===== config.mk =====
export PLATFORM = sky130hd
export DESIGN_NAME = lsb_stego_extractor_core_flat
export DESIGN_NICKNAME = d
export VERILOG_FILES = /design/src/lse_pkg.sv /design/src/lse_if.sv /design/src/lsb_stego_extractor_core.sv /design/src/flat_wrapper.sv
export SDC_FILE = /design/constraint.sdc
export NUM_CORES = 1
export LEC_CHECK = 0
export BUFFER_PORTS_ARGS = -buffer_cell sky130_fd_sc_hd__buf_2
export CAP_MARGIN = 20
export CORE_MARGIN = 3
export CORE_UTILIZATION = 40
export CTS_CLUSTER_DIAMETER = 120
export DETAILED_ROUTE_END_ITERATION = 16
export SYNTH_ARGS = -nofsm -noshare
export SYNTH_HDL_FRONTEND = slang
export SYNTH_SLANG_ARGS = --single-unit

===== constraint.sdc =====
create_clock -name clk -period 17.2 [get_ports clk]
set_input_delay 3.44 -clock clk [delete_from_list [all_inputs] [get_ports clk]]
set_output_delay 3.44 -clock clk [all_outputs]
set_load 0.02 [all_outputs]

===== src/lse_pkg.sv =====
`default_nettype none
package lse_pkg;

  localparam int MAGIC_CHARS = 2;
  localparam int MagicBits   = MAGIC_CHARS * 8;
  localparam int LenBits     = 32;
  localparam int ByteBits    = 8;
  localparam int CntBits     = 5;

  localparam logic [15:0] MAGIC_RESET  = 16'd0;
  localparam logic [7:0]  HEADER_RESET = 8'd54;

  typedef enum logic [2:0] {
    PH_HEADER = 3'd0,
    PH_MAGIC  = 3'd1,
    PH_EXTLEN = 3'd2,
    PH_EXT    = 3'd3,
    PH_PAYLEN = 3'd4,
    PH_PAY    = 3'd5,
    PH_IDLE   = 3'd6
  } phase_t;

  typedef enum logic [1:0] {
    KIND_EXT      = 2'd0,
    KIND_PAY      = 2'd1,
    KIND_MISMATCH = 2'd2,
    KIND_DONE     = 2'd3
  } kind_t;

  typedef enum logic {
    REG_MAGIC  = 1'b0,
    REG_HEADER = 1'b1
  } reg_idx_t;

  localparam logic [CntBits-1:0] MAGIC_LAST = CntBits'(MagicBits - 1);
  localparam logic [CntBits-1:0] LEN_LAST   = CntBits'(LenBits - 1);
  localparam logic [CntBits-1:0] BYTE_LAST  = CntBits'(ByteBits - 1);

endpackage
`default_nettype wire


===== src/lse_if.sv =====
`default_nettype none
interface lse_pixel_if;
  logic       valid;
  logic       ready;
  logic [7:0] stego_byte;
  logic       first_byte;
  modport source (output valid, output stego_byte, output first_byte, input ready);
  modport sink (input valid, input stego_byte, input first_byte, output ready);
endinterface

interface lse_result_if;
  logic       valid;
  logic       ready;
  logic [7:0] out_byte;
  logic [1:0] kind;
  logic       last;
  modport source (output valid, output out_byte, output kind, output last, input ready);
  modport sink (input valid, input out_byte, input kind, input last, output ready);
endinterface

interface lse_cfg_if;
  logic        valid;
  logic        ready;
  logic        index;
  logic [15:0] data;
  modport source (output valid, output index, output data, input ready);
  modport sink (input valid, input index, input data, output ready);
endinterface
`default_nettype wire


===== src/lsb_stego_extractor_core.sv =====
// a result passes through the input register and the result register after the transfer of the byte that completes it
// throughput: one carrier byte per cycle while no stalled result holds the result register,
//   set by the single decode pass between the input register and the result register
// reset: synchronous, clears phase, counters and pending items; magic_value returns
//   to 0 and header_length to 54
`default_nettype none
module lsb_stego_extractor_core (
  input  wire           clk,
  input  wire           rst,
  lse_pixel_if.sink     pixel,
  lse_result_if.source  result,
  lse_cfg_if.sink       cfg
);
  import lse_pkg::*;

  logic [15:0] magic_value;
  logic [7:0]  header_length;

  logic        in_valid;
  logic        in_bit;
  logic        in_first;

  phase_t               phase, phase_next;
  logic [7:0]           header_count, header_count_next;
  logic [CntBits-1:0]   bit_count, bit_count_next;
  logic [LenBits-1:0]   bit_shift, bit_shift_next;
  logic [LenBits-1:0]   remaining_count, remaining_count_next;

  logic        out_valid;
  logic [7:0]  out_byte;
  kind_t       out_kind;
  logic        out_last;

  logic        res_valid;
  logic [7:0]  res_byte;
  kind_t       res_kind;
  logic        res_last;

  logic        advance;

  phase_t               ph;
  logic [7:0]           hc;
  logic [CntBits-1:0]   bc;
  logic [LenBits-1:0]   sh;
  logic [LenBits-1:0]   rc;
  logic [LenBits-1:0]   gathered;
  logic [LenBits-1:0]   rc_dec;

  assign advance      = in_valid && (!out_valid || result.ready);
  assign pixel.ready  = !in_valid || advance;
  assign cfg.ready    = 1'b1;

  assign result.valid    = out_valid;
  assign result.out_byte = out_byte;
  assign result.kind     = out_kind;
  assign result.last     = out_last;

  // config registers
  always_ff @(posedge clk) begin
    if (rst) begin
      magic_value   <= MAGIC_RESET;
      header_length <= HEADER_RESET;
    end else if (cfg.valid && cfg.ready) begin
      unique case (reg_idx_t'(cfg.index))
        REG_MAGIC:  magic_value   <= cfg.data;
        REG_HEADER: header_length <= cfg.data[7:0];
        default: ;
      endcase
    end
  end

  // input register
  always_ff @(posedge clk) begin
    if (rst) begin
      in_valid <= 1'b0;
    end else if (pixel.ready) begin
      in_valid <= pixel.valid;
    end
  end

  always_ff @(posedge clk) begin
    if (pixel.valid && pixel.ready) begin
      in_bit   <= pixel.stego_byte[0];
      in_first <= pixel.first_byte;
    end
  end

  // decode pass
  always_comb begin
    ph = in_first ? PH_HEADER : phase;
    hc = in_first ? 8'd0 : header_count;
    bc = in_first ? '0 : bit_count;
    sh = in_first ? '0 : bit_shift;
    rc = in_first ? '0 : remaining_count;

    phase_next           = ph;
    header_count_next    = hc;
    bit_count_next       = bc;
    bit_shift_next       = sh;
    remaining_count_next = rc;
    res_valid            = 1'b0;
    res_byte             = 8'd0;
    res_kind             = KIND_EXT;
    res_last             = 1'b0;

    if (ph == PH_HEADER && hc >= header_length) begin
      ph         = PH_MAGIC;
      phase_next = PH_MAGIC;
      bc         = '0;
      sh         = '0;
    end

    gathered = {sh[LenBits-2:0], in_bit};
    rc_dec   = rc - LenBits'(1);

    bit_count_next = bc + CntBits'(1);
    bit_shift_next = gathered;

    unique case (ph)
      PH_HEADER: begin
        header_count_next = hc + 8'd1;
        bit_count_next    = bc;
        bit_shift_next    = sh;
      end
      PH_MAGIC: begin
        if (bc == MAGIC_LAST) begin
          bit_count_next = '0;
          bit_shift_next = '0;
          if (gathered[MagicBits-1:0] != MagicBits'(magic_value)) begin
            phase_next = PH_IDLE;
            res_valid  = 1'b1;
            res_kind   = KIND_MISMATCH;
            res_last   = 1'b1;
          end else begin
            phase_next = PH_EXTLEN;
          end
        end
      end
      PH_EXTLEN: begin
        if (bc == LEN_LAST) begin
          bit_count_next       = '0;
          bit_shift_next       = '0;
          remaining_count_next = gathered;
          phase_next           = (gathered == '0) ? PH_PAYLEN : PH_EXT;
        end
      end
      PH_EXT: begin
        if (bc == BYTE_LAST) begin
          bit_count_next       = '0;
          bit_shift_next       = '0;
          remaining_count_next = rc_dec;
          phase_next           = (rc_dec == '0) ? PH_PAYLEN : PH_EXT;
          res_valid            = 1'b1;
          res_byte             = gathered[7:0];
          res_kind             = KIND_EXT;
        end
      end
      PH_PAYLEN: begin
        if (bc == LEN_LAST) begin
          bit_count_next       = '0;
          bit_shift_next       = '0;
          remaining_count_next = gathered;
          if (gathered == '0) begin
            phase_next = PH_IDLE;
            res_valid  = 1'b1;
            res_kind   = KIND_DONE;
            res_last   = 1'b1;
          end else begin
            phase_next = PH_PAY;
          end
        end
      end
      PH_PAY: begin
        if (bc == BYTE_LAST) begin
          bit_count_next       = '0;
          bit_shift_next       = '0;
          remaining_count_next = rc_dec;
          phase_next           = (rc_dec == '0) ? PH_IDLE : PH_PAY;
          res_valid            = 1'b1;
          res_byte             = gathered[7:0];
          res_kind             = KIND_PAY;
          res_last             = (rc_dec == '0);
        end
      end
      default: begin
        bit_count_next = bc;
        bit_shift_next = sh;
      end
    endcase
  end

  // decode state
  always_ff @(posedge clk) begin
    if (rst) begin
      phase           <= PH_HEADER;
      header_count    <= 8'd0;
      bit_count       <= '0;
      bit_shift       <= '0;
      remaining_count <= '0;
    end else if (advance) begin
      phase           <= phase_next;
      header_count    <= header_count_next;
      bit_count       <= bit_count_next;
      bit_shift       <= bit_shift_next;
      remaining_count <= remaining_count_next;
    end
  end

  // result register
  always_ff @(posedge clk) begin
    if (rst) begin
      out_valid <= 1'b0;
    end else if (advance) begin
      out_valid <= res_valid;
    end else if (result.ready) begin
      out_valid <= 1'b0;
    end
  end

  always_ff @(posedge clk) begin
    if (advance && res_valid) begin
      out_byte <= res_byte;
      out_kind <= res_kind;
      out_last <= res_last;
    end
  end

endmodule
`default_nettype wire


===== src/flat_wrapper.sv =====
// flat-port wrapper written by rule: the top's interface ports become plain ports
module lsb_stego_extractor_core_flat import lse_pkg::*;
  (clk, rst, pixel_valid, pixel_stego_byte, pixel_first_byte, pixel_ready, result_valid, result_out_byte, result_kind, result_last, result_ready, cfg_valid, cfg_index, cfg_data, cfg_ready);
  lse_pixel_if pixel_i ();
  lse_result_if result_i ();
  lse_cfg_if cfg_i ();
  input  wire clk;
  input  wire rst;
  input wire logic [$bits(pixel_i.valid)-1:0] pixel_valid;
  input wire logic [$bits(pixel_i.stego_byte)-1:0] pixel_stego_byte;
  input wire logic [$bits(pixel_i.first_byte)-1:0] pixel_first_byte;
  output wire logic [$bits(pixel_i.ready)-1:0] pixel_ready;
  output wire logic [$bits(result_i.valid)-1:0] result_valid;
  output wire logic [$bits(result_i.out_byte)-1:0] result_out_byte;
  output wire logic [$bits(result_i.kind)-1:0] result_kind;
  output wire logic [$bits(result_i.last)-1:0] result_last;
  input wire logic [$bits(result_i.ready)-1:0] result_ready;
  input wire logic [$bits(cfg_i.valid)-1:0] cfg_valid;
  input wire logic [$bits(cfg_i.index)-1:0] cfg_index;
  input wire logic [$bits(cfg_i.data)-1:0] cfg_data;
  output wire logic [$bits(cfg_i.ready)-1:0] cfg_ready;
  assign pixel_i.valid = pixel_valid;
  assign pixel_i.stego_byte = pixel_stego_byte;
  assign pixel_i.first_byte = pixel_first_byte;
  assign pixel_ready = pixel_i.ready;
  assign result_valid = result_i.valid;
  assign result_out_byte = result_i.out_byte;
  assign result_kind = result_i.kind;
  assign result_last = result_i.last;
  assign result_i.ready = result_ready;
  assign cfg_i.valid = cfg_valid;
  assign cfg_i.index = cfg_index;
  assign cfg_i.data = cfg_data;
  assign cfg_ready = cfg_i.ready;
  lsb_stego_extractor_core u_core (.clk(clk), .rst(rst), .pixel(pixel_i), .result(result_i), .cfg(cfg_i));
endmodule

; Yosys cells after proc, flatten, opt, wreduce, memory -nomap -nowiden
; Index checks and enable logic that the tools add are counted.
[word_totals]
wordCells = 93
out_inout_bits = 14
ff_bits = 118
in_bits = 31
[op_classes]
bitwise_logic = 1
n_addsub = 3
reduce_logical = 18
n_lt_le_gt_ge = 1
muxes = 47
n_eq_ne = 9
[op_table]
columns = operator, n
row1 = 31-bit two-way mux, 5
row2 = 32-bit two-way mux, 3
row3 = 31-bit case mux with 3 select lines, 1
row4 = 32-bit zero test, 2
row5 = 32-bit case mux with 2 select lines, 1
row6 = "32-bit by 1-bit subtractor with 32-bit output, second input constant", 1
row7 = 3-bit two-way mux, 10
row8 = 5-bit two-way mux, 5
row9 = 8-bit two-way mux, 2
row10 = 16-bit != test, 1
row11 = 3-bit case mux with 5 select lines, 1
row12 = 5-bit case mux with 3 select lines, 1
row13 = 2-bit two-way mux, 6
row14 = 1-bit two-way mux, 9
row15 = "8-bit by 1-bit adder with 8-bit output, second input constant", 1
row16 = 8-bit greater-or-equal comparator, 1
row17 = "3-bit by 2-bit equality test with 1-bit output, second input constant", 2
row18 = "3-bit equality test, second input constant", 2
row19 = 3-bit zero test, 2
row20 = 1-bit case mux with 3 select lines, 2
row21 = 2-bit case mux with 3 select lines, 1
row22 = 2-bit AND reduction, 3
row23 = "5-bit by 1-bit adder with 5-bit output, second input constant", 1
row24 = "5-bit by 3-bit equality test with 1-bit output, second input constant", 1
row25 = 9 further kinds, 15

; Longest topological paths before layout
[logic_depth]
ltp_word = 9
mapped_depth = 23
mapped_depth_nobuf = 17

; Worst setup path before layout
; OpenSTA, ideal clock, no wires.
[synth_timing]
kind = input to output
start = input result_ready
end = output pixel_ready
required_ns = 13.760
cell_stages = 2
arrival_ns = 3.765
path_buffers = 0
path_slack_ns = 9.995
path_cell_list = nor2b_1 > nand2_1
[synth_via]
elab_chain_cells = 3
[synth_rtl]
columns = item, line_no
row1 = from (decl), flat_wrapper.sv:17  ; input wire logic [$bits(result_i.ready)-1:0] result_ready;
row2 = 1-bit logical OR, lsb_stego_extractor_core.sv:49  ; assign advance = in_valid && (!out_valid || result.ready);
row3 = 1-bit logical AND, lsb_stego_extractor_core.sv:49
row4 = 1-bit logical OR, lsb_stego_extractor_core.sv:50  ; assign pixel.ready = !in_valid || advance;
row5 = to (decl), flat_wrapper.sv:12  ; output wire logic [$bits(pixel_i.ready)-1:0] pixel_ready;
; No other way between the ends.

; Final worst setup path
; Same ends and word-level chain as after synthesis.

==> metrics <==
Hold EP u_core.header_length[3]$_SDFFE_PP0P_; share of layout cells above drive strength 1 10.91%; met1 GRT Util 29.85%; Synth Register Bits 118; Synth Instances 970; clock sink count 118; Detailed Route WL 22060 µm; Synth top area share 28.60%; PD cells 82.12 nW/µm²; syn avg cell area 7.578 µm²; worst reg2reg path depth 15; Slowest-stage cell, CP nor2b_1; top-level port count 45; die footprint 20040 µm²; Seq/Total Area, Yosys 33.91%; reg2reg start u_core.in_first$_DFFE_PP_; worst IR drop on VDD 84.55 µV; worst slack, placed 9.758 ns; largest net degree at the start of global routing 95; skew final 0.01178 ns; postcts setup bufs 0; worst r2r dst u_core.result.out_byte[0]$_SDFFCE_PN0P_; Hold Vio Cnt, Final 0; total of warnings raised by yosys 0; Setup crit end kind output pin; final worst-path cycle share 43.24%; M3 GR Usage 4.382%; GR Util All Layers 22.50%; nets 1004; initial antenna violation count 0; Hold Path Depth 2; global placement routability congestion 0.8349; # Max-Cap Violations 0; CTS tree yes; post-synthesis mux area share 0.4085%; syn_nets 1015; Slew Viols, Final 0; area leader, netlist dfxtp_1; Detailed Route Iter0 Violations 724; met2 GRT Util 35.72%; Chip Height 141.6 µm; largest family of logic cells by synthesized area simple AND/OR/NAND/NOR gates; setup TNS 0 ns; root buf cell clkbuf_16; worst-path fanout max 3; max_slew headroom 24.56%; Reg2Reg Setup Slack 11.68 ns; DR WL/cell 18.43 µm; vias in the first global route 6919; fmax 134.4 MHz; CP arrival 4.00 ns; DIE WIDTH 141.6 µm; setup violators final 0; kind of critical path in2out; hold crit path type reg2reg; Post-Synth XOR/XNOR Area 2.502%; vias per cell 6.084; synthesized area 7351 µm²; post-route ant nets 0; ANT cells 0; IO Port Bufs 36; total global routing overflow 0; placed cell count 1165; worst path cell trace buf_2 -> nor2b_1 -> nand2_1 -> buf_2; DR vias 7283; Num CTS Buffers 17; Synth area leaders dfxtp_1, a22oi_1, nor2_1; Final Core Density 46.32%; Post-route DRC 0; Layout area overhead 11.27%; EDFF count, synth 13; GRT busiest layer met2; Synth Area in Compound Gates 27.11%; Final Non-Filler Cells 1197; post-synthesis adder-cell area fraction 2.383%; clock latency on the worst-skew pair 0.43 ns; H-tree depth 4; Post-synth top cells nor2_1, dfxtp_1, nand2_1; Worst Hold Launch u_core.header_length[3]$_SDFFE_PP0P_; Tightest Pin Transition 1.132 ns; TritonRoute pass-1 iters 6; CP dominant cell by count buf_2; clk buf depth 2; initial cell density of the core 41.63%; Req. time, crit path 13.76 ns; top-count cell post-synth nor2_1; first-pass GRT wire length 36650 µm; core region area 17660 µm²; max incr delay on CP 0.19 ns; DP Area 7635 µm²; CTS Hold Buffers Added 0; status finished clean; detailed placement HPWL 14280 µm; ys flop type dfxtp_1; ys async rst share 0%; unrepaired setup endpoints after global routing false; crit path launch type input port; Unique masters post-synth 71; worst setup margin 9.762 ns; Final Cell Area 8179 µm²; Std-Cell Rows 48; # fillers 1780; post-synthesis simple-gate area fraction 27.68%; Leakage 2.978 nW; min Tclk post-route 7.438 ns; post-cts sizing count 0; clock-pin slew of the registers on the worst-case setup and hold paths 0.06 ns
==> cell type report <==
cell class | instances | area, µm² | share of cell area [%]
inverters | 31 | 116.4 | 1.423
clock inverters | 15 | 118.9 | 1.453
multi-input cells | 740 | 4449 | 54.40
flip-flops and latches | 118 | 2492 | 30.47
repair buffers | 51 | 295.3 | 3.610
well taps | 225 | 281.5 | 3.442
clock buffers | 17 | 425.4 | 5.201
==> registers in the layout (all words and copies together), names as in the netlist, 2 cells and up <==
| name | cells |
|---|---|
| u_core.bit_count | 5 |
| u_core.result.kind | 2 |
| u_core.remaining_count | 32 |
| u_core.header_length | 8 |
| u_core.bit_shift | 31 |
| u_core.phase | 3 |
| u_core.header_count | 8 |
| u_core.result.out_byte | 8 |
| u_core.magic_value | 16 |
==> worst max-delay path by stage <==
| stage | from | cells after the start | endpoint | slack [ns] |
|---|---|---|---|---|
| floorplan | result_ready | 2 | pixel_ready | 9.99 |
| global placement | result_ready | 4 | pixel_ready | 9.76 |
| detailed placement | result_ready | 4 | pixel_ready | 9.76 |
| CTS | result_ready | 4 | pixel_ready | 9.76 |
| global route | result_ready | 4 | pixel_ready | 9.69 |
| finish | result_ready | 4 | pixel_ready | 9.76 |
==> report_power, final <==
part / total [W] / switching (W) / internal (W)
clock: 0.000331 / 0.000144 / 0.000187
combinational: 0.0000544 / 0.0000372 / 0.0000171
sequential: 0.000286 / 0.00000401 / 0.000282
total: 0.000672 / 0.000186 / 0.000486
==> cell families (layout without fill, tap and decap cells) <==
logic type,Yosys count,after routing
xor+xnor,21,21
buf+inv,112,114
fa+ha+maj,14,14
compound gates,294,294
other cells,1,1
flops,118,118
simple gates,407,407
mux,3,3
==> cells in the final DEF (no fill, tap or decap), types with 19 or more instances in the layout <==
master   synthesis  routed
a22oi_1         64      64
o21ai_0         51      50
nand2_1        101     101
nor2b_1         35      35
a31oi_1         34      34
buf_2            2      35
dfxtp_1        105     105
nor2_1         125     125
nand3_1         25      25
nor4_1          19      19
inv_1           31      31
a21oi_1         48      48
==> per-layer routing <==
| layer | up-vias | routed length (µm) |
|---|---|---|
| met5 | - | 0 |
| met2 | 232 | 10080 |
| met4 | 0 | 683 |
| met1 | 3450 | 10050 |
| met3 | 50 | 1245 |
| li1 | 3551 | - |
==> worst max-delay path, delay by kind of cell <==
| family | cells | cell delay, ns |
|---|---|---|
| and+or+nand+nor | 2 | 0.29 |
| buffers and inverters | 2 | 0.26 |
==> metrics by stage <==
step / total power (W) / hold slack [ns]
after floorplan: 0.0003285 / 0.4354
after global placement: 0.0003452 / 0.4456
after detailed placement: 0.0003458 / 0.4479
after CTS: 0.0006767 / 0.4556
after global routing: 0.0006960 / 0.4651
final: 0.0006717 / 0.4549
(Power assumes the default switching activity.)
